===== src/hdl/cpw_pkg.sv =====
`timescale 1ns / 1ps
`default_nettype none

package cpw_pkg;

    // Field and datapath widths.
    localparam int IDX_W      = 20;  // cell index
    localparam int GW_W       = 13;  // grid width, column
    localparam int CS_W       = 12;  // cell size
    localparam int OFF_W      = 24;  // car offsets
    localparam int HD_W       = 16;  // heading
    localparam int LIM_W      = 23;  // distance limits
    localparam int MID_W      = LIM_W + 1;
    localparam int ROW_W      = IDX_W + 1;
    localparam int X_W        = CS_W + GW_W + 2;
    localparam int Y_W        = CS_W + ROW_W + 2;
    localparam int XY_W       = 24;  // in-range coordinate, |v| < 2^23
    localparam int SQ_W       = 2 * LIM_W;
    localparam int D2_W       = 48;
    localparam int ROOT_W     = D2_W / 2;
    localparam int SREM_W     = ROOT_W + 2;
    localparam int CW         = 34;  // CORDIC vector width
    localparam int ZW         = 18;  // angle width
    localparam int CORDIC_STEPS = 15;
    localparam int WT_W       = 7;
    localparam int NUM_W      = 19;
    localparam int QDIV_STEPS = 7;
    localparam int QS_W       = ROOT_W + QDIV_STEPS - 1;
    localparam int CFG_W      = 3;
    localparam int CFG_DATA_W = 24;

    localparam logic [NUM_W-1:0]  FALLOFF_NUM  = 19'd409600;
    // 409600 / q reaches 128 exactly when q is at most 3200.
    localparam logic [ROOT_W-1:0] SAT_Q        = 24'd3200;
    localparam logic [WT_W-1:0]   NEAR_WEIGHT  = 7'd100;
    localparam logic [WT_W-1:0]   WEIGHT_MAX   = 7'd127;
    localparam logic signed [ZW-1:0] QUARTER_TURN = 18'sd16384;
    localparam logic signed [ZW-1:0] HALF_TURN    = 18'sd32768;

    localparam logic [ZW-1:0] ATAN_TAB [CORDIC_STEPS] = '{
        18'd8192, 18'd4836, 18'd2555, 18'd1297, 18'd651, 18'd326, 18'd163, 18'd81,
        18'd41, 18'd20, 18'd10, 18'd5, 18'd3, 18'd1, 18'd1
    };

    // Where the bearing comes from.
    typedef enum logic [2:0] {
        QD_CORDIC,
        QD_UP,
        QD_DOWN,
        QD_NEG_UP,
        QD_NEG_DOWN,
        QD_NEG_AXIS
    } t_quad;

    typedef enum logic [CFG_W-1:0] {
        CFG_GRID_WIDTH,
        CFG_CELL_SIZE,
        CFG_OFFSET_X,
        CFG_OFFSET_Y,
        CFG_HEADING,
        CFG_NEAR,
        CFG_IDEAL,
        CFG_FAR
    } t_cfg_reg;

    typedef struct packed {
        logic  valid;
        logic  last;
        logic  kill;
        logic  nearband;
        logic  sat;
        logic  atten;
        t_quad quad;
    } t_side;

endpackage

`default_nettype wire


===== src/hdl/cpw_div_cell.sv =====
`timescale 1ns / 1ps
`default_nettype none

// One restoring division step by the grid width, and one by the stride.
module cpw_div_cell #(
    parameter int STRIDE = 1,
    parameter int SW     = 1
) (
    input  logic                        i_clk,
    input  logic                        i_rst_n,
    input  logic                        i_en,
    input  logic [cpw_pkg::GW_W-1:0]    i_width,
    input  cpw_pkg::t_side              i_side,
    input  logic [cpw_pkg::GW_W-1:0]    i_rem,
    input  logic [cpw_pkg::IDX_W-1:0]   i_num,
    input  logic [SW-1:0]               i_srem,
    output cpw_pkg::t_side              o_side,
    output logic [cpw_pkg::GW_W-1:0]    o_rem,
    output logic [cpw_pkg::IDX_W-1:0]   o_num,
    output logic [SW-1:0]               o_srem
);
    import cpw_pkg::*;

    logic [GW_W:0] w_trial;
    logic          w_take;
    logic [SW:0]   w_strial;
    logic          w_stake;
    t_side               r_side;
    logic [GW_W-1:0]     r_rem;
    logic [IDX_W-1:0]    r_num;
    logic [SW-1:0]       r_srem;

    assign w_trial  = {i_rem, i_num[IDX_W-1]};
    assign w_take   = w_trial >= {1'b0, i_width};
    assign w_strial = {i_srem, i_num[IDX_W-1]};
    assign w_stake  = w_strial >= (SW+1)'(STRIDE);

    always_ff @(posedge i_clk) begin
        if (!i_rst_n) begin
            r_side <= '0;
        end else if (i_en) begin
            r_side <= i_side;
        end
    end

    always_ff @(posedge i_clk) begin
        if (i_en) begin
            r_rem  <= GW_W'(w_take ? w_trial - {1'b0, i_width} : w_trial);
            r_num  <= {i_num[IDX_W-2:0], w_take};
            r_srem <= SW'(w_stake ? w_strial - (SW+1)'(STRIDE) : w_strial);
        end
    end

    assign o_side = r_side;
    assign o_rem  = r_rem;
    assign o_num  = r_num;
    assign o_srem = r_srem;

endmodule

`default_nettype wire


===== config.mk =====
export PLATFORM = sky130hd
export DESIGN_NAME = cpw_div_cell
export DESIGN_NICKNAME = d
export VERILOG_FILES = /design/src/hdl/cpw_pkg.sv /design/src/hdl/cpw_div_cell.sv
export SDC_FILE = /design/constraint.sdc
export NUM_CORES = 1
export LEC_CHECK = 0
export ABC_AREA = 1
export BUFFER_PORTS_ARGS = -buffer_cell sky130_fd_sc_hd__buf_2
export CAP_MARGIN = 10
export CORE_MARGIN = 2
export CORE_UTILIZATION = 49
export CTS_CLUSTER_SIZE = 30
export DETAILED_ROUTE_END_ITERATION = 12
export GPL_TIMING_DRIVEN = 0
export HOLD_SLACK_MARGIN = 0.1
export PLACE_DENSITY = 0.81
export RECOVER_POWER = 100
export SLEW_MARGIN = 15
export SYNTH_ARGS = -nofsm -noshare
export SYNTH_HDL_FRONTEND = slang
export SYNTH_SLANG_ARGS = --single-unit

===== constraint.sdc =====
create_clock -name i_clk -period 2.4 [get_ports i_clk]
set_input_delay 0.48 -clock i_clk [delete_from_list [all_inputs] [get_ports i_clk]]
set_output_delay 0.48 -clock i_clk [all_outputs]
set_load 0.02 [all_outputs]

After elaboration in Yosys (flattened, before gate mapping). Index checks and enable logic that the tools add are counted.

Add/subtract/negate cells: 2. $lt $le $gt $ge: 2. Mux-type cells: 2.

Operators with widths (number): 14-bit by 13-bit >= comparator with 1-bit output (1); 13-bit two-way mux (1); 13-bit subtractor (1); 2-bit by 1-bit >= comparator with 1-bit output (second input constant) (1); 1-bit two-way mux (1); 1-bit subtractor (second input constant) (1).

Flip-flop bits (word level): 43. Input port bits: 59. Logic and storage cells: 16.

Depth between registers and ports, before layout.
Depth in word-level cells: 2. Mapped depth: 12.

Worst setup path before layout. OpenSTA, ideal clock, no wires.

Path kind: input -> register. From: in i_num[19] (netlist bit). To: reg r_rem[1], in the netlist o_rem[1] (data pin). Arrival: 1723 ps. Required time: 2146 ps. Path slack: 422 ps. Cell stages on the path: 10. Path buffers: 1. Cells stage by stage: inv_1 > ha_1 > fa_1 > inv_1 > nand2_1 > nand3_2 > nand2_4 > nand3_4 > buf_8 > o21ai_2.

Cells in the longest elaborated chain, start to end: 2.

Ends and longest elaborated chain: start, declared (RTL line cpw_div_cell.sv:15) `input logic [cpw_pkg::IDX_W-1:0] i_num,`; 13-bit subtractor or 14-bit by 13-bit >= comparator with 1-bit output (tied branches) (RTL line cpw_div_cell.sv:48, cpw_div_cell.sv:34); 13-bit two-way mux * (RTL line cpw_div_cell.sv:48) `r_rem <= GW_W'(w_take ? w_trial - {1'b0, i_width} : w_trial);`; end signal, assigned (RTL line cpw_div_cell.sv:48); end, declared (RTL line cpw_div_cell.sv:29) `logic [GW_W-1:0] r_rem;`.

Every way passes the cells marked *; elsewhere a longest branch is shown, timed or not. A chain may end at the register's enable or synchronous reset.

Worst setup path in the final report.
From: in i_num[19] (netlist bit). To: reg r_rem[2], in the netlist o_rem[2] (data pin).

Same word-level chain as after synthesis.

==> key figures <==
STA
  – Fmax: 465 MHz
  – Final period util: 89.6%
  – Final setup vio count: 0
  – Post-Route Skew: 0 ns
  – TNS Setup: 0 ns
  – Minimum clock period: 2.15 ns
  – Fin. max-slew vios: 0
  – Slew margin rel.: 43.8%
  – Hold violation count in the final report: 0
  – RSZ-0062 raised after global routing: no
  – Worst Tran Pin Value: 0.843 ns

CTS
  – Hold-fix buffers at CTS: 0
  – CTS buffer count: 5
  – H-tree depth: 2
  – Worst skew pair latency: 0.28 ns
  – CTS max path bufs: 2
  – Clk slew on worst S/H paths: 0.08 ns
  – Post-cts repair resize count: 0
  – Root buffer cell: clkbuf_8
  – Setup Buffers After CTS: 0
  – Clock sinks: 43
  – CTS tree: yes

Power and ir drop
  – Sequential power share: 48.8%
  – Max VDD drop: 0.241 mV
  – Pwr/cell area: 597 nW/um^2
  – Sw Share: 31.7%
  – Comb power frac: 27.9%
  – Net Switching: 0.000592 W
  – Power Internal: 0.00127 W
  – Leakage: 1.55 nW
  – Clock power share: 23.4%

Setup path
  – Reg2Reg Depth: 2
  – CP startpoint kind: input port
  – Crit path kind: input port to flop
  – Crit Path Max Fanout: 10
  – Worst r2r src: o_side[7]
  – CP peak stage delay: 0.41 ns
  – Critical-path cell list: buf_2 -> inv_1 -> ha_1 -> fa_1 -> inv_1 -> nand2_1 -> nand3_1 -> nand2_1 -> nand3_4 -> buf_8 -> o21ai_2
  – CP Data Arrival Time: 2.20 ns
  – Worst Setup SP: i_num[19]
  – Worst R2R Setup Slack: 1.76 ns
  – CP Capture Type: flop
  – Slowest cell on crit path: fa_1
  – Crit. path cell count: 11
  – Critical Path End: o_rem[2]
  – Sum of buffers and inverters on the critical path: 4
  – R2r endpoint: o_side[7]
  – Delay-heaviest family, CP: adder cells
  – WP data required: 2.45 ns

Global route
  – Antenna violations before repair: 0
  – Total gr overflow: 0
  – Most Used Layer, Global Route: met2
  – Total track usage: 19.6%
  – First-pass GRT wire length: 8420 um
  – Met3 usage in global routing: 4.76%
  – Pin count of the biggest net entering global routing: 36
  – Met1 Usage GRT: 21.4%
  – Met2 usage: 35.7%
  – Vias in the first global route: 2,070

Die
  – Ports: 102
  – Initial Utilization: 50.0%
  – Cell Rows: 26
  – Die area: 5740 um^2
  – Die height: 75.8 um
  – Core Box Area: 5040 um^2
  – Horiz. Die Dim: 75.8 um

Placed design
  – DPL Wire Length: 4360 um
  – Number of port buffers: 101
  – GP Congestion: 0.949
  – Placed cell areas: 3120 um^2

Routing
  – Wirelength, routed: 5400 um
  – Residual DRC: 0
  – Router iterations before antenna repair: 4
  – Post-DRT Antenna Nets: 0
  – Vias/cell: 4.78
  – Wire per inst: 11.6 um
  – Starting DRT DRC Count: 77
  – Vias: 2,221

Logic synthesis
  – Net Count, Synth: 359
  – Mapped cell area: 2520 um^2
  – Sequential element share of the synthesized area: 47.6%
  – Post-synth top area share: 40.5%
  – Synth area leader: edfxtp_1
  – Synth area leaders: edfxtp_1 40%, nand2_1 10%, inv_1 7.7%
  – Cells after Synth: 286
  – Adder-cell share of the synthesized area: 7.24%
  – Largest family of logic cells by synthesized area: simple AND/OR/NAND/NOR gates
  – Yosys reg bits: 43
  – Synth warn: 0
  – Synth Area in XOR/XNOR: 2.08%
  – Synth cell types: 27
  – Post-synthesis mux area share: 0%
  – Compound-gate portion of the synthesized area: 5.65%
  – Post-Synth Simple-Gate Area: 26.8%
  – Mean Syn Cell Area: 8.82 um^2

Cells and area
  – Multi-input logic area: 1040 um^2
  – Layout fillers: 481
  – Final nets: 467
  – Layout cell share with drive strength beyond 1: 25.6%
  – N_diodes: 0
  – Area grow syn2layout: 24.0%
  – Commonest non-fill, non-tap cells in the layout: 69 x nand2_1, 56 x buf_2, 52 x inv_1, 46 x clkbuf_1, 34 x edfxtp_1
  – Post-route cell area: 3130 um^2
  – FF/Latch Area: 1200 um^2
  – Most common library cell in the layout ignoring fill and taps: nand2_1

Outcome
  – Status: complete, no violations

Worst hold path
  – Hold Crit Class: input port to flop

Run
  – Max cap viols: 0
-- worst min path at each step --
stage	slack, ns	to	start	depth (start not counted)
floorplan	0.58	o_num[10]	i_num[9]	0
global placement	0.47	o_side[0]	o_side[0]	2
detailed placement	0.49	o_side[8]	o_side[8]	2
CTS	0.36	o_num[9]	i_num[8]	1
global route	0.35	o_num[13]	i_num[12]	1
finish	0.37	o_num[13]	i_num[12]	1
-- cell type report --
| class | instances | share of cell area (%) |
|---|---|---|
| clock buffer | 6 | 2.32 |
| inverter | 59 | 7.08 |
| tap | 70 | 2.80 |
| timing repair buffer | 101 | 14.4 |
| clock inverter | 2 | 0.400 |
| sequential | 43 | 38.4 |
| buffer | 4 | 1.48 |
| multi-input combinational | 180 | 33.1 |
-- synthesized netlist by cell type (all sizes together) --
cell type,instances
nand3,18
ha,13
xor2,5
fa,1
a21oi,5
clkinv,1
nor2,30
dfxtp,9
nand2,80
xnor2,1
inv,58
buf,3
nand4,11
edfxtp,34
clkbuf,1
o21ai,16
-- per-layer routing --
metal  up-vias  part of all wire (%)
met5         -                     0
met4         0                   2.0
met3        13                   8.2
met2        98                    50
met1       983                    40
li1       1127                     -
-- registers in the layout (all words and copies together) (netlist names) --
register / count
o_srem: 1
o_rem: 13
o_side: 9
o_num: 20
-- power by group through the flow --
stage / logic [W] / clock network (W) / registers [W]
3_3_place_gp: 0.000532 / 0 / 0.000923
3_5_place_dp: 0.000545 / 0 / 0.000925
5_1_grt: 0.000585 / 0.000485 / 0.000920
2_1_floorplan: 0.000267 / 0 / 0.00102
6_report: 0.000521 / 0.000436 / 0.000910
4_1_cts: 0.000547 / 0.000451 / 0.000908
-- through the flow --
step	worst slack (ns)	utilization (%)	hold slack (ns)	instances	power (W)
finish	0.249	62.1	0.366	465	0.00187
global route	0.188	62.1	0.347	465	0.00199
CTS	0.474	63.5	0.358	465	0.00191
detailed placement	0.161	61.8	0.494	457	0.00147
global placement	0.182	61.8	0.474	457	0.00145
floorplan	0.422	-	0.579	286	0.00129
-- logic make-up (layout without fill, tap and decap cells) --
logic type      after synthesis  in the layout
xor+xnor                      6              6
simple gates                139            139
buf+inv                      63            172
fa+ha+maj                    14             14
flops                        43             43
compound gates               21             21
Note: power is estimated with default switching activity, not from simulation.
