[src/hdl/cpw_pkg.sv]
`timescale 1ns / 1ps
`default_nettype none

package cpw_pkg;

    // Field and datapath widths.
    localparam int IDX_W      = 20;  // cell index
    localparam int GW_W       = 13;  // grid width, column
    localparam int CS_W       = 12;  // cell size
    localparam int OFF_W      = 24;  // car offsets
    localparam int HD_W       = 16;  // heading
    localparam int LIM_W      = 23;  // distance limits
    localparam int MID_W      = LIM_W + 1;
    localparam int ROW_W      = IDX_W + 1;
    localparam int X_W        = CS_W + GW_W + 2;
    localparam int Y_W        = CS_W + ROW_W + 2;
    localparam int XY_W       = 24;  // in-range coordinate, |v| < 2^23
    localparam int SQ_W       = 2 * LIM_W;
    localparam int D2_W       = 48;
    localparam int ROOT_W     = D2_W / 2;
    localparam int SREM_W     = ROOT_W + 2;
    localparam int CW         = 34;  // CORDIC vector width
    localparam int ZW         = 18;  // angle width
    localparam int CORDIC_STEPS = 15;
    localparam int WT_W       = 7;
    localparam int NUM_W      = 19;
    localparam int QDIV_STEPS = 7;
    localparam int QS_W       = ROOT_W + QDIV_STEPS - 1;
    localparam int CFG_W      = 3;
    localparam int CFG_DATA_W = 24;

    localparam logic [NUM_W-1:0]  FALLOFF_NUM  = 19'd409600;
    // 409600 / q reaches 128 exactly when q is at most 3200.
    localparam logic [ROOT_W-1:0] SAT_Q        = 24'd3200;
    localparam logic [WT_W-1:0]   NEAR_WEIGHT  = 7'd100;
    localparam logic [WT_W-1:0]   WEIGHT_MAX   = 7'd127;
    localparam logic signed [ZW-1:0] QUARTER_TURN = 18'sd16384;
    localparam logic signed [ZW-1:0] HALF_TURN    = 18'sd32768;

    localparam logic [ZW-1:0] ATAN_TAB [CORDIC_STEPS] = '{
        18'd8192, 18'd4836, 18'd2555, 18'd1297, 18'd651, 18'd326, 18'd163, 18'd81,
        18'd41, 18'd20, 18'd10, 18'd5, 18'd3, 18'd1, 18'd1
    };

    // Where the bearing comes from.
    typedef enum logic [2:0] {
        QD_CORDIC,
        QD_UP,
        QD_DOWN,
        QD_NEG_UP,
        QD_NEG_DOWN,
        QD_NEG_AXIS
    } t_quad;

    typedef enum logic [CFG_W-1:0] {
        CFG_GRID_WIDTH,
        CFG_CELL_SIZE,
        CFG_OFFSET_X,
        CFG_OFFSET_Y,
        CFG_HEADING,
        CFG_NEAR,
        CFG_IDEAL,
        CFG_FAR
    } t_cfg_reg;

    typedef struct packed {
        logic  valid;
        logic  last;
        logic  kill;
        logic  nearband;
        logic  sat;
        logic  atten;
        t_quad quad;
    } t_side;

endpackage

`default_nettype wire

[src/hdl/cpw_sqrt_cell.sv]
`timescale 1ns / 1ps
`default_nettype none

// One root bit of a restoring integer square root.
module cpw_sqrt_cell (
    input  logic                         i_clk,
    input  logic                         i_rst_n,
    input  logic                         i_en,
    input  cpw_pkg::t_side               i_side,
    input  logic [cpw_pkg::SREM_W-1:0]   i_rem,
    input  logic [cpw_pkg::ROOT_W-1:0]   i_root,
    input  logic [cpw_pkg::D2_W-1:0]     i_num,
    output cpw_pkg::t_side               o_side,
    output logic [cpw_pkg::SREM_W-1:0]   o_rem,
    output logic [cpw_pkg::ROOT_W-1:0]   o_root,
    output logic [cpw_pkg::D2_W-1:0]     o_num
);
    import cpw_pkg::*;

    logic [SREM_W+1:0] w_trial;
    logic [SREM_W+1:0] w_test;
    logic              w_take;
    t_side             r_side;
    logic [SREM_W-1:0] r_rem;
    logic [ROOT_W-1:0] r_root;
    logic [D2_W-1:0]   r_num;

    assign w_trial = {i_rem, i_num[D2_W-1 -: 2]};
    assign w_test  = {2'b00, i_root, 2'b01};
    assign w_take  = w_trial >= w_test;

    always_ff @(posedge i_clk) begin
        if (!i_rst_n) begin
            r_side <= '0;
        end else if (i_en) begin
            r_side <= i_side;
        end
    end

    always_ff @(posedge i_clk) begin
        if (i_en) begin
            r_rem  <= SREM_W'(w_take ? w_trial - w_test : w_trial);
            r_root <= {i_root[ROOT_W-2:0], w_take};
            r_num  <= {i_num[D2_W-3:0], 2'b00};
        end
    end

    assign o_side = r_side;
    assign o_rem  = r_rem;
    assign o_root = r_root;
    assign o_num  = r_num;

endmodule

`default_nettype wire

[config.mk]
export PLATFORM = sky130hd
export DESIGN_NAME = cpw_sqrt_cell
export DESIGN_NICKNAME = d
export VERILOG_FILES = /design/src/hdl/cpw_pkg.sv /design/src/hdl/cpw_sqrt_cell.sv
export SDC_FILE = /design/constraint.sdc
export NUM_CORES = 1
export LEC_CHECK = 0
export ABC_CLOCK_PERIOD_IN_PS = 3100
export BUFFER_PORTS_ARGS = -buffer_cell sky130_fd_sc_hd__clkbuf_2
export CORE_ASPECT_RATIO = 1.75
export CORE_UTILIZATION = 31
export CTS_CLUSTER_SIZE = 28
export DETAILED_ROUTE_END_ITERATION = 12
export GPL_ROUTABILITY_DRIVEN = 0
export PLACE_DENSITY_LB_ADDON = 0.05
export SYNTH_ARGS = -nofsm -noshare
export SYNTH_HDL_FRONTEND = slang
export SYNTH_SLANG_ARGS = --single-unit
[constraint.sdc]
create_clock -name i_clk -period 3.1 [get_ports i_clk]
set_input_delay 0.31 -clock i_clk [delete_from_list [all_inputs] [get_ports i_clk]]
set_output_delay 0.31 -clock i_clk [all_outputs]
set_load 0.01 [all_outputs]
* Word level (Yosys, flattened, before mapping) *
Cells that the tools add are included.

cells by class
  $add $sub $neg = 1
  order comparisons = 1
  mux-type cells = 1

operators by type and width
  operator                                                        number
  28-bit by 26-bit greater-or-equal comparator with 1-bit output  1
  26-bit two-way mux                                              1
  26-bit subtractor                                               1

storage, ports and cells
  flip-flop bits (word level) = 105
  bits of input ports = 110
  output and inout port bits = 107
  logic and storage cells = 13

* Depth between registers and ports, before layout *
Gate-level depths: netlist (run 1).

  depth in word-level cells = 2
  depth in mapped cells = 13
  depth with buffers taken out = 10

* Worst setup path before layout (run 1) *
Ideal clock, no wire load.

  path type = in2reg
  start point = input i_root[16] (netlist bit)
  end point = register r_rem[14] (netlist: o_rem[14]), data pin
  setup time = 0.260 ns
  arrival time = 2.533 ns
  required time = 2.840 ns
  path slack = 0.306 ns
  stages on the path = 13
  buffers on the path = 3
  cell sequence = inv_1 -> ha_1 -> buf_6 -> a21o_1 -> a21o_1 -> a221oi_2 -> o21ai_2 -> a211oi_4 -> or2_1 -> buf_6 -> inv_6 -> buf_12 -> mux2_4

between the ends
  longest elaborated chain between the ends = 2

ends and longest elaborated chain
  element                                                         RTL line             text
  from (decl)                                                     cpw_sqrt_cell.sv:11  input logic [cpw_pkg::ROOT_W-1:0] i_root,
  28-bit by 26-bit greater-or-equal comparator with 1-bit output  cpw_sqrt_cell.sv:30  assign w_take = w_trial >= w_test;
  via w_take                                                      cpw_sqrt_cell.sv:22  logic w_take;
  26-bit two-way mux                                              cpw_sqrt_cell.sv:42  r_rem <= SREM_W'(w_take ? w_trial - w_test : w_trial);
  to (signal assigned)                                            cpw_sqrt_cell.sv:42
  to (decl)                                                       cpw_sqrt_cell.sv:24  logic [SREM_W-1:0] r_rem;

The timed path passes the listed nets, and every way through them passes these cells.
A chain may end at the register's enable or synchronous reset.

* Worst setup path in the final report (run 1) *
  start point = input i_root[16] (netlist bit)
  end point = register r_rem[6] (netlist: o_rem[6]), data pin

between the ends
  longest elaborated chain between the ends = 2

ends and longest elaborated chain
  element                                                         RTL line
  28-bit by 26-bit greater-or-equal comparator with 1-bit output  cpw_sqrt_cell.sv:30
  26-bit two-way mux                                              cpw_sqrt_cell.sv:42

No other way between the ends.

==> results.py, run 1 <==
metrics = {
    "status": {
        "status": "finished, final reports clean",
    },
    "critical_path": {
        "path_depth": 11,
        "r2r_end": "o_side[0]",
        "cp-start-kind": "input pin",
        "cp.required_ps": 3200,
        "path_max_fanout": 18,
        "crit_chain": "clkbuf_2, inv_1, ha_1, and2_1, and3_1, nand3_1, o31ai_2, a211oi_4, or2_1, inv_6, mux2_2",
        "crit_start": "i_root[16]",
        "cp_top_family": "simple AND/OR/NAND/NOR gates",
        "r2r_start": "o_side[0]",
        "r2r_slack_ps": 2490,
        "path_buf_inv": 3,
        "cp_slowest_cell": "ha_1",
        "critPathMaxStageDelay_ps": 400,
        "worstSetupEndpointType": "flop",
        "path_class": "in2reg",
        "cp-endpoint": "o_rem[6]",
        "ff2ff_path_depth": 2,
        "crit_arrival_ps": 2680,
    },
    "grt": {
        "grt_first_pass_wirelength_um": 20260,
        "grt_usage": 0.1577,
        "antenna_found_initial": 1,
        "grt_max_degree": 71,
        "grt_pass1_vias": 3996,
        "grt_overflow": 0,
    },
    "sta": {
        "hold_viol": 0,
        "finalSetupViolCount": 0,
        "slew-limit-headroom": 0.6346,
        "timing.final.crit_share": 0.8337,
        "maxSlewViolCount": 0,
        "setup-tns-final_ps": 0,
        "min_period_ps": 2584,
        "finalClockSkew_ps": 0,
        "worst_pin_slew_ps": 548.1,
        "fmax_mhz": 386.9,
        "rsz0062_at_grt": "no",
    },
    "placement": {
        "portBuffers": 214,
        "dp_hpwl_um": 10460,
    },
    "clock_tree": {
        "cts_tree": "yes",
        "cts_root_buf": "clkbuf_16",
        "numCtsBuffers": 9,
        "clk_latency_ps": 350,
        "clock_sinks": 105,
        "path_clk_slew_ps": 80,
        "postCtsHoldBufs": 0,
        "cts_setup_buffers": 0,
        "cts_resized": 0,
        "cts_buffer_depth": 2,
        "htree_levels": 3,
    },
    "finish": {
        "regArea_um2": 3063,
        "nFillCells": 1586,
        "area_growth_pct": 31.98,
        "layout-drive-gt1-share": 0.4274,
        "fin_nets": 758,
        "multi_input_area_um2": 1808,
    },
    "synth": {
        "yosysTopAreaCellShare": 0.5655,
        "synth.area.top_cells": "edfxtp_1 (57%), ha_1 (6.4%), dfxtp_1 (3.5%)",
        "synth_commonest_cells": "edfxtp_1 (96), inv_1 (32), a21oi_1 (27)",
        "synth_area_per_cell_um2": 12.90,
        "synth_seq_cells": 105,
        "synth_ff_type": "edfxtp_1",
        "synth.most_common_cell": "edfxtp_1",
        "synth_edf_count": 96,
        "ys_warn_count": 0,
        "seq_area_frac_synth": 0.6009,
        "netlist_instances": 395,
        "netlist_area_um2": 5097,
        "synth_top_area_cell": "edfxtp_1",
        "async_flop_share": 0,
        "synth_cell_types": 57,
    },
    "power": {
        "power_density_nw_per_um2": 545.2,
        "total_power_w": 0.003668,
        "ir_drop_v": 0.0002360,
        "power.leakage_nw": 3.049,
    },
    "detailed_routing": {
        "routedWlPerCell_um": 16.50,
        "first_pass_iters": 6,
        "dr.first_iter.drc_count": 139,
        "viasPerCell": 4.832,
        "drc": 0,
        "totalWireLength_um": 13480,
        "ant_nets": 0,
        "num_vias": 3948,
    },
    "min_path": {
        "hp-class": "in2reg",
    },
    "floorplanning": {
        "fp.dieArea_um2": 16980,
        "fp.dieH_um": 171.6,
        "coreArea_um2": 15950,
        "fp-row-count": 61,
        "die_width_um": 98.94,
        "num_io_pins": 217,
        "start_util": 0.3196,
    },
    "run": {
        "drv_cap": 0,
    },
}
==> through the flow <==
stage	utilization	instance area, um2	hold slack [ps]	instances	worst slack, ps
after global routing	0.4218	6728	110.7	817	343.5
after floorplan	-	5101	408.9	396	306.3
final	0.4218	6728	125.3	817	515.6
after detailed placement	0.4034	6435	488.6	800	137.4
after CTS	0.4216	6725	110.0	816	515.3
after global placement	0.4034	6435	487.4	800	200.2
==> cell type report <==
| class | instances | share of cell area |
|---|---|---|
| Antenna cell | 1 | 0.0003720 |
| Clock buffer | 10 | 0.03403 |
| Clock inverter | 6 | 0.009113 |
| Inverter | 33 | 0.01916 |
| Multi-Input combinational cell | 244 | 0.2687 |
| Sequential cell | 105 | 0.4553 |
| Tap cell | 189 | 0.03515 |
| Timing Repair Buffer | 229 | 0.1782 |
==> cells by family (layout without fill, tap and decap cells) <==
kind of cell / Yosys count / in the layout / share of synthesized area
flops: 105 / 105 / 0.6009
compound gates: 95 / 95 / 0.1227
simple gates: 75 / 75 / 0.07266
buf+inv: 47 / 278 / 0.04516
fa+ha+maj: 26 / 26 / 0.06382
mux: 25 / 25 / 0.05793
xor+xnor: 21 / 21 / 0.03608
other cells: 1 / 3 / 0.0007357
==> power by group <==
group          internal [W]  leakage [nW]  switching (W)  total, W
sequential          0.00171          1.01      0.0000399   0.00175
combinational      0.000355          1.90       0.000422  0.000776
clock              0.000567         0.138       0.000571   0.00114
total               0.00264          3.05        0.00103   0.00367
==> routing by layer <==
metal	GRT usage	vias up	part of all wire
li1	-	1918	-
met1	0.1591	1854	0.35
met2	0.3010	152	0.56
met3	0.03454	24	0.062
met4	0.07852	0	0.030
met5	0	-	0
==> state kept, by name (all words and copies together), names as in the netlist <==
signal and count:
o_num 46, o_root 24, o_rem 26, o_side 9
==> layout by cell type (no fill, tap or decap), types with 4 or more instances in the layout <==
master	count
o21ai_0	25
o211ai_1	4
mux2_4	7
xnor2_1	13
nand2_1	21
edfxtp_1	96
inv_1	32
clkbuf_16	9
mux2i_1	10
a21oi_1	27
a21o_1	4
ha_1	26
nor2_1	15
nand3_1	7
o21a_1	6
xor2_1	8
nand4_1	7
nor3_1	6
nor2b_1	9
buf_4	15
dfxtp_1	9
mux2_2	8
clkbuf_2	213
==> worst min path at each step <==
stage,start,cells past startpoint,slack [ps],end
after floorplan,i_num[8],0,410,o_num[10]
after global placement,i_num[23],1,490,o_num[25]
after detailed placement,i_num[37],1,490,o_num[39]
after CTS,i_num[33],1,110,o_num[35]
after global routing,i_num[36],1,110,o_num[38]
final,i_num[33],1,130,o_num[35]
(Power assumes the default switching activity.)
==> run 2, diff against run 1 <==
--- a/config.mk
+++ b/config.mk
@@ -5,7 +5,8 @@
 export SDC_FILE = /design/constraint.sdc
 export NUM_CORES = 1
 export LEC_CHECK = 0
-export ABC_CLOCK_PERIOD_IN_PS = 3100
+export ABC_AREA = 1
+export ABC_CLOCK_PERIOD_IN_PS = 2250
 export BUFFER_PORTS_ARGS = -buffer_cell sky130_fd_sc_hd__clkbuf_2
 export CORE_ASPECT_RATIO = 1.75
 export CORE_UTILIZATION = 31
==> constraint.sdc (replaced) <==
create_clock -name i_clk -period 2.25 [get_ports i_clk]
set_input_delay 0.225 -clock i_clk [delete_from_list [all_inputs] [get_ports i_clk]]
set_output_delay 0.225 -clock i_clk [all_outputs]
set_load 0.01 [all_outputs]
==> run 2 against run 1 <==
  * Combinational power increased by 39%
  * Core utilization decreased by 0.97 points
  * Clock skew stayed put
  * Critical path type unchanged
  * Critical endpoint is now o_rem[9]
  * Largest cell class unchanged
  * Largest power group unchanged
  * Highest routed layer unchanged
==> results.py, run 2 <==
metrics = {
    "status": {
        "status": "finished, final reports clean",
    },
    "synth": {
        "netlist_instances": 637,
        "synth.area.top_cells": "edfxtp_1 (51%), nand2_1 (13%), inv_1 (7.9%)",
        "seq_area_frac_synth": 0.5417,
        "synth_edf_count": 96,
        "yosysTopAreaCellShare": 0.5098,
        "synth_seq_cells": 105,
        "synth_commonest_cells": "nand2_1 (202), inv_1 (119), edfxtp_1 (96)",
        "ys_warn_count": 0,
        "synth_top_area_cell": "edfxtp_1",
        "synth_ff_type": "edfxtp_1",
        "synth_cell_types": 34,
        "synth_area_per_cell_um2": 8.876,
        "synth.most_common_cell": "nand2_1",
        "netlist_area_um2": 5654,
        "async_flop_share": 0,
    },
    "placement": {
        "portBuffers": 214,
        "pre_cts_ws_ps": 79.42,
        "dp_hpwl_um": 12550,
    },
    "detailed_routing": {
        "routedWlPerCell_um": 14.05,
        "viasPerCell": 4.429,
        "num_vias": 4881,
        "totalWireLength_um": 15480,
        "drc": 0,
        "ant_nets": 0,
        "first_pass_iters": 4,
        "dr.first_iter.drc_count": 163,
    },
    "sta": {
        "hold_viol": 0,
        "timing.final.crit_share": 0.7797,
        "fmax_mhz": 570.1,
        "maxSlewViolCount": 0,
        "setup_slack_ps": 495.8,
        "finalSetupViolCount": 0,
        "min_period_ps": 1754,
        "setup-tns-final_ps": 0,
        "finalClockSkew_ps": 0,
        "rsz0062_at_grt": "no",
    },
    "grt": {
        "grt-busiest-layer": "met2",
        "grt_first_pass_wirelength_um": 24830,
        "antenna_found_initial": 0,
        "grt_overflow": 0,
        "grt_max_degree": 41,
        "grtUsageMet1": 0.1663,
        "met3_usage": 0.03146,
        "grt_pass1_vias": 4998,
        "met2_usage": 0.3429,
        "grt_usage": 0.1700,
    },
    "finish": {
        "layout-drive-gt1-share": 0.3053,
        "nFillCells": 1906,
        "area_growth_pct": 30.98,
        "mostFrequentLayoutCell": "clkbuf_2",
        "fin_nets": 999,
        "largest_reg_flops": 46,
        "diodes": 0,
        "mostFrequentLayoutCells": "clkbuf_2 (213), nand2_1 (202), inv_1 (119)",
    },
    "clock_tree": {
        "clock_sinks": 105,
        "cts_buffer_depth": 2,
        "numCtsBuffers": 9,
        "cts_resized": 0,
        "clk_latency_ps": 350,
        "postCtsHoldBufs": 0,
        "path_clk_slew_ps": 80,
        "cts_tree": "yes",
        "htree_levels": 3,
        "cts_setup_buffers": 0,
        "cts_root_buf": "clkbuf_16",
    },
    "power": {
        "power_density_nw_per_um2": 714.8,
        "power.leakage_nw": 3.874,
        "ir_drop_v": 0.0005301,
    },
    "floorplanning": {
        "coreArea_um2": 17970,
        "fp.dieH_um": 180.7,
        "start_util": 0.3146,
        "fp-row-count": 65,
        "fp.dieArea_um2": 18800,
        "die_width_um": 104.1,
        "num_io_pins": 217,
    },
    "critical_path": {
        "path_class": "in2reg",
        "critPathMaxStageDelay_ps": 340,
        "cp.required_ps": 2350,
        "crit_arrival_ps": 1860,
        "path_max_fanout": 18,
        "crit_top_cell": "nand2_1",
        "ff2ff_path_depth": 2,
        "r2r_slack_ps": 1620,
        "cp_slowest_cell": "ha_1",
        "r2r_start": "o_side[2]",
        "cp-start-kind": "input pin",
        "worstSetupEndpointType": "flop",
        "crit_start": "i_root[12]",
        "crit_chain": "clkbuf_2, inv_1, ha_1, nand2_2, inv_2, nand2_1, nand2_1, nand2_1, nand2_1, a21oi_4, nand3_2, buf_4, nand2_1, o21ai_0",
        "r2r_end": "o_side[2]",
    },
    "min_path": {
        "hp-start": "i_num[0]",
        "min_path_cells": 1,
        "min_to": "o_num[2]",
        "hp-class": "in2reg",
    },
    "run": {
        "drv_cap": 0,
    },
}
==> run 2: worst max path at each step <==
stage                            to  cells past startpoint
after floorplan           o_rem[15]                     14
after global placement     o_rem[9]                     11
after detailed placement   o_rem[9]                     14
after CTS                  o_rem[9]                     14
after global routing       o_rem[6]                     14
final                      o_rem[9]                     14
==> run 2: logic make-up after synthesis <==
family	count (synthesis)	share of synthesized area
adder cells (fa/ha/maj)	26	0.05753
AO/OA/AOI/OAI	39	0.03895
buffers and inverters	137	0.09559
XOR/XNOR	13	0.02014
AND/OR/NAND/NOR	316	0.2454
other	1	0.0006632
flip-flops	105	0.5417
==> run 2: final cells by class <==
class / instances / area, um2 / share of cell area
Tap cell: 234 / 292.8 / 0.03953
Multi-Input combinational cell: 396 / 2054 / 0.2774
Clock buffer: 9 / 225.2 / 0.03041
Inverter: 126 / 473.0 / 0.06386
Clock inverter: 7 / 116.4 / 0.01571
Sequential cell: 105 / 3063 / 0.4136
Timing Repair Buffer: 225 / 1181 / 0.1595
==> run 2: through the flow <==
stage                     total power, W  utilization  cells  instance area [um2]  hold slack (ps)
final                           0.005293       0.4120   1102                 7406            33.83
after global routing            0.005593       0.4120   1102                 7406            15.66
after CTS                       0.005384       0.4120   1102                 7406            17.29
after detailed placement        0.003549       0.3930   1086                 7064            403.6
after global placement          0.003541       0.3930   1086                 7064            401.6
after floorplan                 0.003056            -    638                 5658            323.9
==> run 2: where the power goes <==
part | total [W] | internal [W] | leakage [nW] | switching, W
Clock | 0.00181 | 0.00102 | 0.168 | 0.000796
Combinational | 0.00108 | 0.000420 | 2.69 | 0.000660
Sequential | 0.00240 | 0.00235 | 1.01 | 0.0000515
==> run 2: critical path: cells and delay by family <==
| kind | cells | cell delay, ps |
|---|---|---|
| buffers and inverters | 4 | 390 |
| AO/OA/AOI/OAI | 2 | 240 |
| adder cells (fa/ha/maj) | 1 | 340 |
| AND/OR/NAND/NOR | 7 | 650 |
==> run 2: layer usage <==
layer | wire [um] | vias to the layer above
met5 | 0 | -
met4 | 340 | 0
met3 | 725 | 20
met2 | 8861 | 144
met1 | 5553 | 2230
li1 | - | 2487
