===== config.mk =====
export PLATFORM = sky130hd
export DESIGN_NAME = cpw_cordic_cell
export DESIGN_NICKNAME = d
export VERILOG_FILES = /design/src/hdl/cpw_pkg.sv /design/src/hdl/cpw_cordic_cell.sv
export SDC_FILE = /design/constraint.sdc
export NUM_CORES = 1
export LEC_CHECK = 0
export ABC_AREA = 1
export BUFFER_PORTS_ARGS = -buffer_cell sky130_fd_sc_hd__buf_2
export CAP_MARGIN = 10
export CORE_AREA = 2 2 104 206
export CTS_CLUSTER_SIZE = 8
export DETAILED_ROUTE_END_ITERATION = 12
export DIE_AREA = 0 0 106 208
export GPL_ROUTABILITY_DRIVEN = 0
export PLACE_DENSITY = 0.75
export SLEW_MARGIN = 15
export SYNTH_ARGS = -nofsm -noshare
export SYNTH_HDL_FRONTEND = slang
export SYNTH_SLANG_ARGS = --single-unit

===== constraint.sdc =====
create_clock -name i_clk -period 2.7 [get_ports i_clk]
set_clock_uncertainty 0.2 [all_clocks]
set_input_delay 0.405 -clock i_clk [delete_from_list [all_inputs] [get_ports i_clk]]
set_output_delay 0.405 -clock i_clk [all_outputs]
set_load 0.005 [all_outputs]

===== src/hdl/cpw_pkg.sv =====
`timescale 1ns / 1ps
`default_nettype none

package cpw_pkg;

    // Field and datapath widths.
    localparam int IDX_W      = 20;  // cell index
    localparam int GW_W       = 13;  // grid width, column
    localparam int CS_W       = 12;  // cell size
    localparam int OFF_W      = 24;  // car offsets
    localparam int HD_W       = 16;  // heading
    localparam int LIM_W      = 23;  // distance limits
    localparam int MID_W      = LIM_W + 1;
    localparam int ROW_W      = IDX_W + 1;
    localparam int X_W        = CS_W + GW_W + 2;
    localparam int Y_W        = CS_W + ROW_W + 2;
    localparam int XY_W       = 24;  // in-range coordinate, |v| < 2^23
    localparam int SQ_W       = 2 * LIM_W;
    localparam int D2_W       = 48;
    localparam int ROOT_W     = D2_W / 2;
    localparam int SREM_W     = ROOT_W + 2;
    localparam int CW         = 34;  // CORDIC vector width
    localparam int ZW         = 18;  // angle width
    localparam int CORDIC_STEPS = 15;
    localparam int WT_W       = 7;
    localparam int NUM_W      = 19;
    localparam int QDIV_STEPS = 7;
    localparam int QS_W       = ROOT_W + QDIV_STEPS - 1;
    localparam int CFG_W      = 3;
    localparam int CFG_DATA_W = 24;

    localparam logic [NUM_W-1:0]  FALLOFF_NUM  = 19'd409600;
    // 409600 / q reaches 128 exactly when q is at most 3200.
    localparam logic [ROOT_W-1:0] SAT_Q        = 24'd3200;
    localparam logic [WT_W-1:0]   NEAR_WEIGHT  = 7'd100;
    localparam logic [WT_W-1:0]   WEIGHT_MAX   = 7'd127;
    localparam logic signed [ZW-1:0] QUARTER_TURN = 18'sd16384;
    localparam logic signed [ZW-1:0] HALF_TURN    = 18'sd32768;

    localparam logic [ZW-1:0] ATAN_TAB [CORDIC_STEPS] = '{
        18'd8192, 18'd4836, 18'd2555, 18'd1297, 18'd651, 18'd326, 18'd163, 18'd81,
        18'd41, 18'd20, 18'd10, 18'd5, 18'd3, 18'd1, 18'd1
    };

    // Where the bearing comes from.
    typedef enum logic [2:0] {
        QD_CORDIC,
        QD_UP,
        QD_DOWN,
        QD_NEG_UP,
        QD_NEG_DOWN,
        QD_NEG_AXIS
    } t_quad;

    typedef enum logic [CFG_W-1:0] {
        CFG_GRID_WIDTH,
        CFG_CELL_SIZE,
        CFG_OFFSET_X,
        CFG_OFFSET_Y,
        CFG_HEADING,
        CFG_NEAR,
        CFG_IDEAL,
        CFG_FAR
    } t_cfg_reg;

    typedef struct packed {
        logic  valid;
        logic  last;
        logic  kill;
        logic  nearband;
        logic  sat;
        logic  atten;
        t_quad quad;
    } t_side;

endpackage

`default_nettype wire


===== src/hdl/cpw_cordic_cell.sv =====
`timescale 1ns / 1ps
`default_nettype none

// One vectoring rotation; the shifts round toward minus infinity.
module cpw_cordic_cell #(
    parameter int STEP = 0
) (
    input  logic                             i_clk,
    input  logic                             i_en,
    input  logic signed [cpw_pkg::CW-1:0]    i_cx,
    input  logic signed [cpw_pkg::CW-1:0]    i_cy,
    input  logic signed [cpw_pkg::ZW-1:0]    i_z,
    output logic signed [cpw_pkg::CW-1:0]    o_cx,
    output logic signed [cpw_pkg::CW-1:0]    o_cy,
    output logic signed [cpw_pkg::ZW-1:0]    o_z
);
    import cpw_pkg::*;

    logic signed [CW-1:0] w_dx;
    logic signed [CW-1:0] w_dy;
    logic signed [ZW-1:0] w_atan;
    logic                 w_up;
    logic signed [CW-1:0] r_cx;
    logic signed [CW-1:0] r_cy;
    logic signed [ZW-1:0] r_z;

    assign w_dx   = i_cy >>> STEP;
    assign w_dy   = i_cx >>> STEP;
    assign w_atan = $signed(ATAN_TAB[STEP]);
    assign w_up   = !i_cy[CW-1] && (i_cy != '0);

    always_ff @(posedge i_clk) begin
        if (i_en) begin
            if (w_up) begin
                r_cx <= i_cx + w_dx;
                r_cy <= i_cy - w_dy;
                r_z  <= i_z + w_atan;
            end else begin
                r_cx <= i_cx - w_dx;
                r_cy <= i_cy + w_dy;
                r_z  <= i_z - w_atan;
            end
        end
    end

    assign o_cx = r_cx;
    assign o_cy = r_cy;
    assign o_z  = r_z;

endmodule

`default_nettype wire


=== Yosys cells after proc, flatten, opt, wreduce, memory -nomap -nowiden ===
Cells that the tools add are included.

* Add/sub/neg operators: 5
* Mux-type cells: 3
* Reduce and logical (&&, ||, !) cells: 3

{| class="wikitable"
|+ Operators by type and width
! kind !! count
|-
| $mux W34 || 2
|-
| $sub A34 B34 Y34 || 2
|-
| $add A34 B34 Y34 || 1
|-
| $reduce_bool A34 Y1 || 1
|-
| $add A18 B15 Y18 const B || 1
|-
| $mux W18 || 1
|-
| $sub A18 B15 Y18 const B || 1
|-
| $logic_and A1 B1 Y1 || 1
|-
| $logic_not A1 Y1 || 1
|}

* Bits in registers: 86
* Word-level logic and storage cells: 14
* Output and inout bits: 86
* Bits of input ports: 88

=== Depth between registers and ports, before layout ===
Gate-level depths: netlist of run 1.

* Depth in word-level cells: 3
* Depth in mapped cells: 17
* Mapped depth without buffers: 16

=== Least setup slack after synthesis of run 1 ===
Ideal clock, no wire load.

* Kind: input to register
* Start point: input i_cy[1] (netlist name)
* End point: register r_z[17] (netlist: o_z[17]), data pin
* Path slack: 0.120 ns
* Data required time: 2.239 ns
* Arrival time: 2.119 ns
* Stages on the path: 11
* Setup time: 0.261 ns
* Buffers on the path: 1
* Cell sequence: inv_1 nand3_1 nor3_1 a31oi_2 inv_2 buf_2 ha_1 a21oi_1 o21ai_0 xnor2_1 xor2_1

* Cells in the longest elaborated chain, start to end: 3

{| class="wikitable"
|+ RTL lines
! what !! RTL line !! text
|-
| start: declaration || cpw_cordic_cell.sv:11 || <nowiki>input logic signed [cpw_pkg::CW-1:0] i_cy,</nowiki>
|-
| $reduce_bool A34 Y1 || cpw_cordic_cell.sv:30 || <nowiki>assign w_up = !i_cy[CW-1] && (i_cy != '0);</nowiki>
|-
| $logic_and A1 B1 Y1 || cpw_cordic_cell.sv:30 ||
|-
| $mux W18 || cpw_cordic_cell.sv:34 || <nowiki>if (w_up) begin</nowiki>
|-
| end signal: assignment || cpw_cordic_cell.sv:37 || <nowiki>r_z <= i_z + w_atan;</nowiki>
|-
| end signal: assignment || cpw_cordic_cell.sv:41 || <nowiki>r_z <= i_z - w_atan;</nowiki>
|-
| end: declaration || cpw_cordic_cell.sv:25 || <nowiki>logic signed [ZW-1:0] r_z;</nowiki>
|}

No other way between the ends.
A chain may end at the register's enable or synchronous reset.

=== Worst setup path in the final report of run 1 ===
* Start point: input i_cx[7] (netlist name)
* End point: register r_cy[22] (netlist: o_cy[22]), data pin

* Cells in the longest elaborated chain, start to end: 2

{| class="wikitable"
|+ RTL lines
! what !! RTL line !! text
|-
| start: declaration || cpw_cordic_cell.sv:10 || <nowiki>input logic signed [cpw_pkg::CW-1:0] i_cx,</nowiki>
|-
| $add A34 B34 Y34 or $sub A34 B34 Y34 (tied branches) || cpw_cordic_cell.sv:40, cpw_cordic_cell.sv:36 ||
|-
| $mux W34 * || cpw_cordic_cell.sv:34 ||
|-
| end signal: assignment || cpw_cordic_cell.sv:36 || <nowiki>r_cy <= i_cy - w_dy;</nowiki>
|-
| end signal: assignment || cpw_cordic_cell.sv:40 || <nowiki>r_cy <= i_cy + w_dy;</nowiki>
|-
| end: declaration || cpw_cordic_cell.sv:24 || <nowiki>logic signed [CW-1:0] r_cy;</nowiki>
|}

Mark *: on every way between the ends. The rest lies on a longest branch, timed or not.

==> reports/metrics.yaml, run 1 <==
avgSynthCellArea_um2: 6.51
core_area_um2: 20500
rsz0062_at_grt: "no"
yosys.area.top_type: "edfxtp_1"
tritoncts: "yes"
required_ns: 2.53
seq_power_share: 0.308
report.final.setup_viol: 0
tightestPinTransition_ns: 0.535
synth_common_cells: "nand2_1, inv_1, nand3_1"
max_stage_delay_ns: 0.39
ys_warn_count: 0
dr.first_iter.drc_count: 930
fin_ws_ns: 0.130
worst_path_max_delay_cell: "ha_1"
layout_min_cycle_time_ns: 2.57
swShare: 0.391
clock_power_share: 0.226
cp_common_cell: "nand2_1"
period_share: 0.952
switching_power_mw: 2.24
combPwrFrac: 0.466
antenna_found_initial: 1
vias_per_cell: 5.50
synth_cell_type_count: 39
grtUsageTotal: 0.373
placed_cells: 2223
drive_gt1_frac: 0.252
arrival_ns: 2.40
cp-end-kind: "flop"
slew_headroom: 0.643
cts_sinks: 85
h-tree-depth: 3
grt.overflow.total: 0
critPathMaxFanout: 6
postSynth.asyncResetShare: 0
critPathLaunchType: "input pin"
min_path_type: "in -> reg"
final_area_um2: 13400
rows: 74
die_area_um2: 22000
first_global_vias: 12100
internal-power_mw: 3.49
p_leak_nw: 7.19
synth_enable_flop_cells: 85
cap_viol_max_count: 0
crit_type: "in -> reg"
root_buffer: "clkbuf_16"
clock.fmax_mhz: 389
start_util: 0.502
dp_slack_ns: -0.179
cts.clk_slew.worst_paths_ns: 0.07
status: "finished, final reports clean"
grt_max_degree: 50
clk_path_buf_depth: 2
syn-num-nets: 1770
routed_wl_mm: 41.1
hp-start: "i_z[7]"
hold_slack_ns: 0.0110
chipHeight_um: 208
ir_worst_vdd_v: 0.000366
fin_nets: 2162
drc_errors: 0
crit_chain: "buf_2 > inv_1 > ha_1 > buf_4 > nand2_2 > buf_4 > nor4_2 > nand2_1 > nand2_1 > nand2_1 > nand2_1 > nand2_1 > nand3_1 > nand2_1"
ant_nets: 0
drt-wirelength-per-cell_um: 18.4
fin_cells: 2241
cts_buffers: 9
vias: 12300
startpoint: "i_cx[7]"
grt_pass1_wl_mm: 61.6
netlist_instances: 1576
ys_seq_area_frac: 0.249
synth_area_um2: 10300
dpl_cell_area_um2: 13100
finalHoldViolations: 0
io_pins: 174
first_pass_iters: 8
placement.io_buffers: 173
fillCellCount: 1915
yosysMostFrequentCell: "nand2_1"
synth_ff_type: "edfxtp_1"
ys_ff_latch: 85
power_density_nw_per_um2: 427
synth_top_area_frac: 0.249
die_w_um: 106
hpwl_mm: 33.8
finalMaxSlewViolations: 0
syn2layout_area_growth_pct: 30.8
netlist_top_cells_area: "edfxtp_1, nand2_1, ha_1"
==> area by class of cell <==
class                           count  area, um2  area share
Inverter                          251        942      0.0702
Clock buffer                        9        225      0.0168
Antenna cell                        2       5.00    0.000373
Timing Repair Buffer              425       2810       0.209
Tap cell                          266        333      0.0248
Multi-Input combinational cell   1196       6490       0.483
Clock inverter                      7       75.1     0.00559
Sequential cell                    85       2550       0.190
==> state kept, by name (all words and copies together), names as in the netlist <==
register	count
o_z	18
o_cy	34
o_cx	33
==> critical path, delay by kind of cell <==
family        cells  cell delay (ns)
fa+ha+maj         1             0.39
buf+inv           4             0.50
simple gates      9             1.10
==> power by group through the flow <==
stage	clock (mW)	sequential, mW	combinational (mW)
final	1.29	1.77	2.67
after CTS	1.29	1.76	2.59
after detailed placement	0	1.79	2.58
after global routing	1.36	1.78	2.90
after global placement	0	1.78	2.53
after floorplan	0	1.78	1.32
==> through the flow <==
stage	utilization	setup TNS, ns	total power [mW]
floorplan	-	0	3.10
global placement	0.641	-0.849	4.31
detailed placement	0.641	-1.65	4.37
CTS	0.656	0	5.65
global route	0.656	0	6.03
finish	0.656	0	5.74
==> layout by cell type, fill, tap and decap left out, types with 13 or more instances in the layout <==
cell	n
nand2_2	14
inv_1	241
buf_4	249
nor3_1	14
nand3_1	154
nand2_1	444
xor2_1	37
nor2_2	13
o21ai_0	90
edfxtp_1	85
o21bai_1	14
nor2_1	125
buf_2	172
nand4_1	24
a21oi_1	114
ha_1	101
==> repair_timing <==
item                       CTS  global route
hold buffers                 0             0
resized for setup            0             2
setup endpoints to repair    0             2
setup buffers                0             0
==> routing by layer <==
metal | wire (um) | global-route usage
met2 | 20000 | 0.655
met3 | 2710 | 0.0739
met5 | 7 | 0
met4 | 6240 | 0.451
met1 | 12200 | 0.310
==> final timing paths <==
| path | end | slack, ns | depth (start not counted) |
|---|---|---|---|
| setup / recovery | o_cy[22]$_DFFE_PP_ | 0.13 | 14 |
| hold / removal | o_z[7]$_DFFE_PP_ | 0.01 | 1 |
==> kinds of logic after synthesis <==
kind of cell,count (synthesis),synth area share
simple gates,808,0.338
buf+inv,295,0.121
compound gates,242,0.126
fa+ha+maj,106,0.132
flops,85,0.249
xor+xnor,40,0.0341
Note: power is estimated with default switching activity, not from simulation.
==> inputs of run 2 (changes only) <==
Settings changed: CELL_PAD_IN_SITES_DETAIL_PLACEMENT from default to 0, CELL_PAD_IN_SITES_GLOBAL_PLACEMENT from default to 2, CORE_AREA 2 2 104 206 to 2 2 139 276, CTS_CLUSTER_SIZE 8 to 16, DIE_AREA 0 0 106 208 to 0 0 141 278, PLACE_DENSITY 0.75 to default, PLACE_DENSITY_LB_ADDON from default to 0.2.
==> run 2 against run 1 <==
Against the previous run:
- die area up 78%
- critical path depth fell by 3
- power increased by 1.2%
- design area up 5.1%
- sequential share of layout area down 0.93 points
- largest power group unchanged
==> reports/metrics.yaml, run 2 (synthesized netlist as in run 1, its figures left out) <==
status: "finished, final reports clean"  # unchanged
first_global_vias: 12100  # about the same
tritoncts: "yes"  # unchanged
drt-wirelength-per-cell_um: 18.4  # about the same
power_density_nw_per_um2: 411  # was 427 nW/um2
clock.fmax_mhz: 400  # was 389 MHz
routed_wl_mm: 45.7  # was 41.1 mm
tns_ns: 0  # unchanged
post_cts_buffers: 0  # unchanged
report.final.setup_viol: 0  # unchanged
first_pass_iters: 8  # unchanged
clk_path_buf_depth: 2  # unchanged
fin_cells: 2488  # was 2,241
largest_reg_flops: 34  # unchanged
grtUsageTotal: 0.233  # was 0.373
die_w_um: 141  # was 106 um
ir_worst_vdd_v: 0.000264  # was 0.000366 V
rows: 100  # was 74
hold_slack_ns: 0.0271  # was 0.0110 ns
placed_cells: 2460  # was 2,223
tightestPinTransition_ns: 0.567  # was 0.535 ns
cp-end-kind: "flop"  # unchanged
antenna_cells: 0  # was 2
syn2layout_area_growth_pct: 37.6  # was 30.8%
drive_gt1_frac: 0.266  # was 0.252
grt_pass1_wl_mm: 68.0  # was 61.6 mm
final_common_cell: "nand2_1"  # unchanged
ant_nets: 0  # unchanged
p_leak_nw: 7.46  # was 7.19 nW
h-tree-depth: 3  # unchanged
cts_resized: 0  # unchanged
critPathLaunchType: "input pin"  # unchanged
chipHeight_um: 278  # was 208 um
final_cell_mix: "nand2_1, buf_4, inv_1"  # unchanged
cts.clk_slew.worst_paths_ns: 0.08  # was 0.07 ns
rsz0062_at_grt: "no"  # unchanged
cts_sinks: 85  # unchanged
vias: 11700  # was 12,300
fin_nets: 2218  # was 2,162
slew_headroom: 0.618  # was 0.643
min_path_type: "in -> reg"  # unchanged
cts_buffers: 9  # unchanged
required_ns: 2.61  # was 2.53 ns
finalHoldViolations: 0  # unchanged
crit_type: "in -> reg"  # unchanged
grt_max_degree: 42  # was 50
grt.overflow.total: 0  # unchanged
antenna_found_initial: 0  # was 1
arrival_ns: 2.41  # was 2.40 ns
hpwl_mm: 40.2  # was 33.8 mm
period_share: 0.926  # was 0.952
core_area_um2: 37200  # was 20,500 um2
io_pins: 174  # unchanged
cap_viol_max_count: 0  # unchanged
vias_per_cell: 4.69  # was 5.50
utilization: 0.380  # was 0.656
die_area_um2: 39200  # was 22,000 um2
start_util: 0.276  # was 0.502
dr.first_iter.drc_count: 534  # was 930
placement.io_buffers: 173  # unchanged
critPathMaxFanout: 4  # was 6
layout_min_cycle_time_ns: 2.50  # was 2.57 ns
drc_errors: 0  # unchanged
finalMaxSlewViolations: 0  # unchanged
root_buffer: "clkbuf_16"  # unchanged
## run 2: worst paths after layout
path    start                 to  cells after the start
max   i_cy[0]  o_z[17]$_DFFE_PP_                     11
min    i_z[3]   o_z[3]$_DFFE_PP_                      1
## run 2: area by class of cell
cell class | count | area, um2
multi-input cells | 1196 | 6480
clock buffers | 9 | 225
clock inverters | 7 | 75.1
repair buffers | 481 | 3270
flip-flops and latches | 85 | 2550
fillers | 4051 | 23000
inverters | 251 | 942
well taps | 459 | 574
## run 2: where the power goes
group	switching (mW)	leakage (nW)	internal (mW)
Combinational	1.61	6.49	1.15
Clock	0.659	0.144	0.656
Sequential	0.0433	0.830	1.68
Total	2.32	7.46	3.49
## run 2: metal layers
metal,routed length [um],vias to the layer above,GRT usage,share of wire
met5,0,-,0,0
met4,2490,0,0.121,0.054
met3,1150,81,0.0184,0.025
met2,26000,295,0.478,0.57
met1,16100,5316,0.224,0.35
li1,-,5979,-,-
## run 2: stage by stage
| step | power, mW | cell area (um2) | setup WS, ns |
|---|---|---|---|
| after global routing | 6.20 | 14100 | 0.0236 |
| after CTS | 5.90 | 14100 | 0.210 |
| after global placement | 4.52 | 13700 | -0.152 |
| final | 5.80 | 14100 | 0.201 |
| after floorplan | 3.10 | 10300 | 0.120 |
| after detailed placement | 4.53 | 13700 | -0.196 |
## run 2: worst max-delay path: stages
cell,delay [ns]
buf_2,0.11
inv_1,0.11
buf_4,0.12
nand3_1,0.17
nor3_1,0.22
buf_4,0.16
a31oi_4,0.13
fa_1,0.43
o21ai_0,0.26
xnor2_1,0.13
xor2_1,0.16
## run 2: timing repair
action	CTS	global route
hold endpoints to repair	12	0
setup endpoints to repair	0	0
hold buffers	12	0
==> inputs of run 3 (changes only) <==
Settings changed: BUFFER_PORTS_ARGS -buffer_cell sky130_fd_sc_hd__buf_2 to default, CORE_AREA 2 2 139 276 to 2 2 130 259, DIE_AREA 0 0 141 278 to 0 0 132 261, DONT_BUFFER_PORTS from default to 1.
==> run 3 against run 2 <==
Against the previous run:
- wire length down 7.8%
- sequential cell count unchanged
- sequential power up 3%
- critical endpoint is now o_z[16]$_DFFE_PP_
- highest routed layer unchanged
- setup slack better by 0.029 ns
- core utilization up 0.26 points
- the run now ends with negative hold slack left
- clock-buffer cell count unchanged
- hold slack worse by 0.11 ns
==> reports/metrics.yaml, run 3 (synthesized netlist as in run 1, its figures left out) <==
status: "complete, but fails checks"  # was finished, final reports clean
die_w_um: 132  # was 141 um
finalMaxSlewViolations: 0  # unchanged
max_stage_delay_ns: 0.43  # about the same
crit_buf_inv: 4  # unchanged
required_ns: 2.63  # was 2.61 ns
first_pass_iters: 5  # was 8
critPathLaunchType: "input pin"  # unchanged
drc_errors: 0  # unchanged
root_buffer: "clkbuf_16"  # unchanged
fin_nets: 1945  # was 2,218
cts.clk_slew.worst_paths_ns: 0.09  # was 0.08 ns
arrival_ns: 2.40  # was 2.41 ns
largest_reg_flops: 34  # unchanged
grtUsageTotal: 0.242  # was 0.233
ant_nets: 0  # unchanged
placed_cells: 2159  # was 2,460
clk_path_buf_depth: 2  # unchanged
cap_viol_max_count: 0  # unchanged
rows: 94  # was 100
slew_headroom: 0.694  # was 0.618
hpwl_mm: 36.0  # was 40.2 mm
hold_slack_ns: -0.0784  # was 0.0271 ns
crit_type: "in -> reg"  # unchanged
period_share: 0.915  # was 0.926
tightestPinTransition_ns: 0.454  # was 0.567 ns
rsz0062_at_grt: "no"  # unchanged
min_path_type: "in -> reg"  # unchanged
worst_path_max_delay_cell: "nor3_1"  # was fa_1
antenna_found_initial: 0  # unchanged
ir_worst_vdd_v: 0.000321  # was 0.000264 V
critPathMaxFanout: 4  # unchanged
drt-wirelength-per-cell_um: 19.3  # was 18.4 um
die_area_um2: 34500  # was 39,200 um2
layout_min_cycle_time_ns: 2.47  # was 2.50 ns
power_density_nw_per_um2: 433  # was 411 nW/um2
p_leak_nw: 6.30  # was 7.46 nW
grt.overflow.total: 0  # unchanged
vias: 10800  # was 11,700
crit_family: "simple AND/OR/NAND/NOR gates"  # was buffers and inverters
cts_resized: 0  # unchanged
crit_chain: "inv_1 > nand4_1 > nor3_1 > a31oi_4 > inv_2 > buf_4 > ha_1 > buf_4 > a21oi_1 > nand2_1 > xor2_1"  # was buf_2 > inv_1 > buf_4 > nand3_1 > nor3_1 > buf_4 > a31oi_4 > fa_1 > o21ai_0 > xnor2_1 > xor2_1
post_cts_buffers: 0  # unchanged
hold_buffers: 13  # was 12
clock.fmax_mhz: 405  # was 400 MHz
grt_max_degree: 86  # was 42
violations: "negative hold slack"
grt_pass1_wl_mm: 62.4  # was 68.0 mm
cts_buffers: 9  # unchanged
routed_wl_mm: 42.1  # was 45.7 mm
finalHoldViolations: 53  # was 0
cp-end-kind: "flop"  # unchanged
drive_gt1_frac: 0.151  # was 0.266
syn2layout_area_growth_pct: 21.4  # was 37.6%
tritoncts: "yes"  # unchanged
cp.depth: 11  # unchanged
report.final.setup_viol: 0  # unchanged
dr.first_iter.drc_count: 573  # was 534
final_cell_mix: "nand2_1, inv_1, buf_4"  # was nand2_1, buf_4, inv_1
first_global_vias: 11000  # was 12,100
start_util: 0.315  # was 0.276
whs_path_depth: 0  # was 1
io_pins: 174  # unchanged
core_area_um2: 32600  # was 37,200 um2
vias_per_cell: 4.93  # was 4.69
placement.io_buffers: 0  # was 173
chipHeight_um: 261  # was 278 um
antenna_cells: 0  # unchanged
final_common_cell: "nand2_1"  # unchanged
fin_cells: 2188  # was 2,488
cp_common_cell: "buf_4"  # unchanged
cts_sinks: 85  # unchanged
h-tree-depth: 3  # unchanged
[run 3: area by class of cell]
class	count	area [um2]
fillers	3583	20100
multi-input cells	1196	6480
flip-flops and latches	85	2550
repair buffers	208	1640
inverters	251	942
well taps	432	541
clock buffers	9	225
clock inverters	7	81.3
[run 3: metal layers]
layer | vias up | share of wire | routed length, um | global-route usage
met5 | - | 0 | 0 | 0
met4 | 0 | 0.073 | 3080 | 0.168
met3 | 106 | 0.038 | 1610 | 0.0374
met2 | 303 | 0.52 | 21800 | 0.451
met1 | 4941 | 0.37 | 15600 | 0.247
li1 | 5435 | - | - | -
[run 3: per-stage QoR]
step	TNS (ns)	total power [mW]	setup WS [ns]	utilization	cell area, um2
6_report	0	5.40	0.230	0.383	12500
5_1_grt	0	5.76	0.133	0.383	12500
4_1_cts	0	5.47	0.267	0.383	12500
3_5_place_dp	-0.861	4.03	-0.147	0.369	12000
3_3_place_gp	-0.455	4.02	-0.114	0.369	12000
2_1_floorplan	0	3.10	0.120	-	10300
[run 3: power by group]
part	switching [mW]	internal, mW	total, mW
sequential	0.0948	1.69	1.78
combinational	1.37	0.871	2.24
clock	0.648	0.731	1.38
total	2.11	3.29	5.40
[run 3: worst paths after layout]
kind | from | to | slack, ns
hold / removal | i_en | o_cy[32]$_DFFE_PP_ | -0.08
setup / recovery | i_cy[24] | o_z[16]$_DFFE_PP_ | 0.23
